File: src/rtl/grid_ray_march_column_core_defines.svh
// Assertion helpers for the column core RTL.
`ifndef GRID_RAY_MARCH_COLUMN_CORE_DEFINES_SVH
`define GRID_RAY_MARCH_COLUMN_CORE_DEFINES_SVH

// Same-cycle implication, checked outside reset.
`define GRM_ASSERT_NOW(lbl, ante, cons, msg) \
    lbl: assert property (@(posedge i_clk) disable iff (!i_rst_n) (ante) |-> (cons)) \
        else $error(msg);

// Next-cycle implication, checked outside reset.
`define GRM_ASSERT_NEXT(lbl, ante, cons, msg) \
    lbl: assert property (@(posedge i_clk) disable iff (!i_rst_n) (ante) |=> (cons)) \
        else $error(msg);

`endif

File: src/rtl/grm_pkg.sv
package grm_pkg;

    localparam int MAP_W_BITS  = 6;
    localparam int MAP_H_BITS  = 6;
    localparam int MAP_ADDR_W  = MAP_W_BITS + MAP_H_BITS;
    localparam int MAP_DEPTH   = 1 << MAP_ADDR_W;

    localparam int DIV_NUM_W   = 40;
    localparam int DIV_DEN_W   = 25;
    localparam int DIV_Q_W     = 16;
    localparam int DIV_CNT_W   = $clog2(DIV_Q_W);

    localparam logic [2:0] CFG_PLAYER_X    = 3'd0;
    localparam logic [2:0] CFG_PLAYER_Y    = 3'd1;
    localparam logic [2:0] CFG_VIEW_ANGLE  = 3'd2;
    localparam logic [2:0] CFG_FOV         = 3'd3;
    localparam logic [2:0] CFG_MARCH_STEP  = 3'd4;
    localparam logic [2:0] CFG_DEPTH_LIMIT = 3'd5;

    localparam logic [2:0] FACE_NONE  = 3'd0;
    localparam logic [2:0] FACE_LEFT  = 3'd1;
    localparam logic [2:0] FACE_RIGHT = 3'd2;
    localparam logic [2:0] FACE_UP    = 3'd3;
    localparam logic [2:0] FACE_DOWN  = 3'd4;

    localparam logic [2:0] SHADE_FULL   = 3'd0;
    localparam logic [2:0] SHADE_DARK   = 3'd1;
    localparam logic [2:0] SHADE_MEDIUM = 3'd2;
    localparam logic [2:0] SHADE_LIGHT  = 3'd3;
    localparam logic [2:0] SHADE_BLANK  = 3'd4;

    localparam logic REQ_WRITE = 1'b0;
    localparam logic REQ_CAST  = 1'b1;

    typedef struct packed {
        logic                 start;
        logic [DIV_NUM_W-1:0] num;
        logic [DIV_DEN_W-1:0] den;
    } t_div_req;

    typedef struct packed {
        logic               done;
        logic [DIV_Q_W-1:0] quot;
    } t_div_rsp;

    typedef struct packed {
        logic                  en;
        logic                  we;
        logic [MAP_ADDR_W-1:0] addr;
        logic                  wdata;
    } t_map_req;

    typedef struct packed {
        logic rdata;
        logic ready;
    } t_map_rsp;

endpackage

File: src/rtl/grm_divider.sv
module grm_divider
    import grm_pkg::*;
(
    input  logic     i_clk,
    input  logic     i_rst_n,
    input  t_div_req i_req,
    output t_div_rsp o_rsp
);

    logic                 r_busy, n_busy;
    logic                 r_done, n_done;
    logic [DIV_CNT_W-1:0] r_cnt, n_cnt;
    logic [DIV_NUM_W-1:0] r_rem, n_rem;
    logic [DIV_DEN_W-1:0] r_den, n_den;
    logic [DIV_Q_W-1:0]   r_quot, n_quot;
    logic [DIV_NUM_W:0]   shifted;

    // Restoring division, one quotient bit per cycle, most significant first.
    always_comb begin
        shifted = {{(DIV_NUM_W + 1 - DIV_DEN_W){1'b0}}, r_den} << r_cnt;
        n_busy  = r_busy;
        n_done  = 1'b0;
        n_cnt   = r_cnt;
        n_rem   = r_rem;
        n_den   = r_den;
        n_quot  = r_quot;
        if (i_req.start) begin
            n_busy = 1'b1;
            n_cnt  = DIV_CNT_W'(DIV_Q_W - 1);
            n_rem  = i_req.num;
            n_den  = i_req.den;
            n_quot = '0;
        end else if (r_busy) begin
            if ({1'b0, r_rem} >= shifted) begin
                n_rem = DIV_NUM_W'({1'b0, r_rem} - shifted);
                n_quot[r_cnt] = 1'b1;
            end
            if (r_cnt == '0) begin
                n_busy = 1'b0;
                n_done = 1'b1;
            end else begin
                n_cnt = r_cnt - 1'b1;
            end
        end
    end

    always_ff @(posedge i_clk) begin
        if (!i_rst_n) begin
            r_busy <= 1'b0;
            r_done <= 1'b0;
        end else begin
            r_busy <= n_busy;
            r_done <= n_done;
        end
        r_cnt  <= n_cnt;
        r_rem  <= n_rem;
        r_den  <= n_den;
        r_quot <= n_quot;
    end

    assign o_rsp.done = r_done;
    assign o_rsp.quot = r_quot;

endmodule

File: config.mk
export PLATFORM = sky130hd
export DESIGN_NAME = grm_divider
export DESIGN_NICKNAME = d
export VERILOG_FILES = /design/src/rtl/grid_ray_march_column_core_defines.svh /design/src/rtl/grm_pkg.sv /design/src/rtl/grm_divider.sv
export SDC_FILE = /design/constraint.sdc
export NUM_CORES = 1
export LEC_CHECK = 0
export ABC_CLOCK_PERIOD_IN_PS = 7400
export BUFFER_PORTS_ARGS = -buffer_cell sky130_fd_sc_hd__buf_2
export CORE_MARGIN = 2
export CORE_UTILIZATION = 55
export DETAILED_ROUTE_END_ITERATION = 16
export GPL_TIMING_DRIVEN = 0
export PLACE_DENSITY = 0.76
export SLEW_MARGIN = 5
export SYNTH_ARGS = -nofsm -noshare
export SYNTH_HDL_FRONTEND = slang
export SYNTH_SLANG_ARGS = --single-unit
File: constraint.sdc
create_clock -name i_clk -period 7.4 [get_ports i_clk]
set_input_delay 0.74 -clock i_clk [delete_from_list [all_inputs] [get_ports i_clk]]
set_output_delay 0.74 -clock i_clk [all_outputs]
set_load 0.05 [all_outputs]
==> out/results.txt <==
Die height - 113.6 µm
Maxcap violations - 0
H-tree levels - 3
Final setup skew - 0.01052 ns
Unrepaired setup endpoints after global routing - no
Chip width - 113.6 µm
Vias/cell - 6.083
Ys flop type - edfxtp_1
Critical path startpoint category - flop
Synth warnings - 0
Avg WL per Cell - 18.00 µm
Hold Vio Cnt, Final - 0
Static leakage - 3.174 nW
Max-slew violation count - 0
Logic pwr share - 53.2%
Yosys reg bits - 87
Total power - 2.432 mW
Largest net degree at the start of global routing - 27
Min-delay worst type - reg -> reg
Final setup fails - 0
Worst setup path class - reg -> reg
Ys async rst share - 0%
Layout area overhead - 13.85%
Most used cell, CP - clkbuf_1
Layout net count - 936
Global placer's final weighted congestion - 0.9434
Cell internal pwr - 1.404 mW
EDFF count, synth - 65
Final Cycle Share - 79.10%
Sw frac - 42.28%
First-pass GRT wire length - 28,260 µm
Syn Nets - 840
Final TNS setup - 0 ns
Root Buffer Master - clkbuf_16
Switching power of the nets - 1.028 mW
Worst reg-to-reg path cell count - 15
Critical path cell sequence - buf_2, buf_1, clkbuf_1, mux4_2, mux2_2, o21ai_0, ha_1, clkbuf_1, nand4_1, nor4_1, a41oi_1, nand3_1, o211ai_4, o21ai_4, buf_16
Min cycle time layout - 5.853 ns
I/O Buffers - 84
DR vias - 5,931
DR pass1 iterations - 5
Seq pwr share - 28.9%
Worst Tran Pin Value - 0.9621 ns
Vias in the first global route - 5,637
Synth cell types - 60
CTS sink count - 87
Post-CTS Setup Repair Bufs - 0
CTS buffer count - 9
WP buf/inv - 5
Rows - 40
I/O pin count - 85
Largest stage delay, worst path - 0.78 ns
Relative slew margins - 35.61%
Total GRT Usage - 27.92%
Post-route DRC - 0
Crit Path Max Fanout - 24
Clk slew on worst S/H paths - 0.07 ns
Commonest cells after routing, fill and taps aside - nand2_1 (112), buf_2 (87), o21ai_0 (72)
CTS Buffer Depth - 2
Hold buffers post-CTS - 0
Max VDD drop - 166.7 µV
CTS tree - yes
Max stage delay cell, worst path - o21ai_4
Hold path cells - 1
Detailed placement HPWL - 13,880 µm
Diode count - 0
Crit. path cell count - 15
Synth top area share - 29.56%
Initial antenna violation count - 0
Highest clock rate - 170.8 MHz
Netlist Area Pre-Place - 6603 µm²
Core Area - 11,860 µm²
Pwr/cell area - 323.5 nW/µm²
Cell accounting for the most synthesized area - edfxtp_1
Full die area - 12,900 µm²
Worst setup EP type - flop
Clk_lat worst skew - 0.36 ns
Critical Path AT - 5.92 ns
Grt ovf - 0
Clk network pwr share - 17.8%
Req. time, crit path - 7.47 ns
Final WL - 17,550 µm
Drt initial violations - 541
Sequential-to-total area share from yosys stat - 36.23%
CTS resizes - 0
Synth top area cells - edfxtp_1 (30%), ha_1 (8.3%), dfxtp_1 (6.7%)
Commonest non-fill, non-tap cell in the layout - nand2_1
Initial core utilization - 55.66%
Mapped Cells - 727
Status - complete, no violations
Mean Syn Cell Area - 9.082 µm²
Number of routed nets with antenna violations - 0
Layout cells sized above 1 - 17.75%
Delay-heaviest family, CP - compound AO/OA/AOI/OAI gates
[state kept, by name, summed over array words and instances (netlist names)]
name,cells
r_busy,1
r_cnt,4
r_den,25
r_done,1
r_quot,16
r_rem,40
[cell families after synthesis]
| group | count (synthesis) | share of synthesized area, % |
|---|---|---|
| adder cells (fa/ha/maj) | 45 | 8.641 |
| flip-flops | 87 | 36.23 |
| multiplexers | 52 | 9.892 |
| AND/OR/NAND/NOR | 235 | 15.92 |
| buffers and inverters | 58 | 3.638 |
| XOR/XNOR | 36 | 4.775 |
| AO/OA/AOI/OAI | 214 | 20.90 |
[through the flow]
stage	utilization, %	std cells	instance area [µm²]	setup WS, ns	hold slack [ns]
after floorplan	-	727	6603	0.6841	0.5372
after global placement	60.76	958	7207	-1.847	0.4460
after detailed placement	61.09	959	7246	1.520	0.4454
after CTS	63.38	975	7517	1.553	0.4651
after global routing	63.38	975	7517	1.272	0.4741
final	63.38	975	7517	1.547	0.4623
[final timing paths]
path | start | to | slack [ns]
worst min register to register | r_quot[4] | r_quot[4] | 0.46
worst max register to register | r_cnt[1] | r_rem[29] | 1.55
worst min-delay path | r_quot[4] | r_quot[4] | 0.46
worst max-delay path | r_cnt[1] | r_rem[29] | 1.55
[cells in the mapped netlist (2+ instances only)]
cell and instances:
buf_2 3, o211ai_1 4, mux2i_1 27, mux2_2 16, or2_2 5, a41o_1 2, o21a_1 4, mux4_2 9
dfxtp_1 22, or3_1 15, buf_6 2, o221ai_2 2, buf_1 5, nor3_1 9, xnor2_1 23, a21o_1 18
o2bb2ai_1 12, o31ai_1 3, and3_1 4, o21ai_1 3, nor4_1 4, edfxtp_1 65, inv_1 16, a31oi_1 6
a221o_1 2, o41ai_1 4, nand2_1 112, a22oi_1 4, clkbuf_1 30, nand2b_1 6, ha_1 44, nand3_1 20
a211oi_1 5, a41oi_1 3, nor2_1 44, nand4_1 5, nor3b_1 2, and2_1 2, a21boi_0 2, nor2b_1 5
xor2_1 13, a21oi_2 3, o21ai_0 73, o21bai_1 5, a21oi_1 49
[final cells by class]
cell class | instances | area [µm²]
plain buffers | 41 | 176.4
clock buffers | 9 | 225.2
clock inverters | 7 | 46.29
fillers | 1010 | 4344
inverters | 17 | 63.81
multi-input cells | 582 | 3981
flip-flops and latches | 87 | 2392
well taps | 147 | 183.9
repair buffers | 85 | 447.9
[per-layer routing]
layer,routed length [µm],vias up,share of wire [%],track usage (%)
li1,-,2900,-,-
met1,7632,2755,43,38.14
met2,8104,244,46,44.47
met3,1257,32,7.2,3.719
met4,555,0,3.2,12.85
met5,0,-,0,0
[power groups by stage]
stage	combinational (mW)	clock (mW)	sequential, mW
2_1_floorplan	0.978	0	0.703
3_3_place_gp	1.22	0	0.718
5_1_grt	1.43	0.456	0.712
4_1_cts	1.27	0.437	0.704
3_5_place_dp	1.26	0	0.715
6_report	1.29	0.433	0.704
No activity file was read; power rests on OpenSTA's default activity.
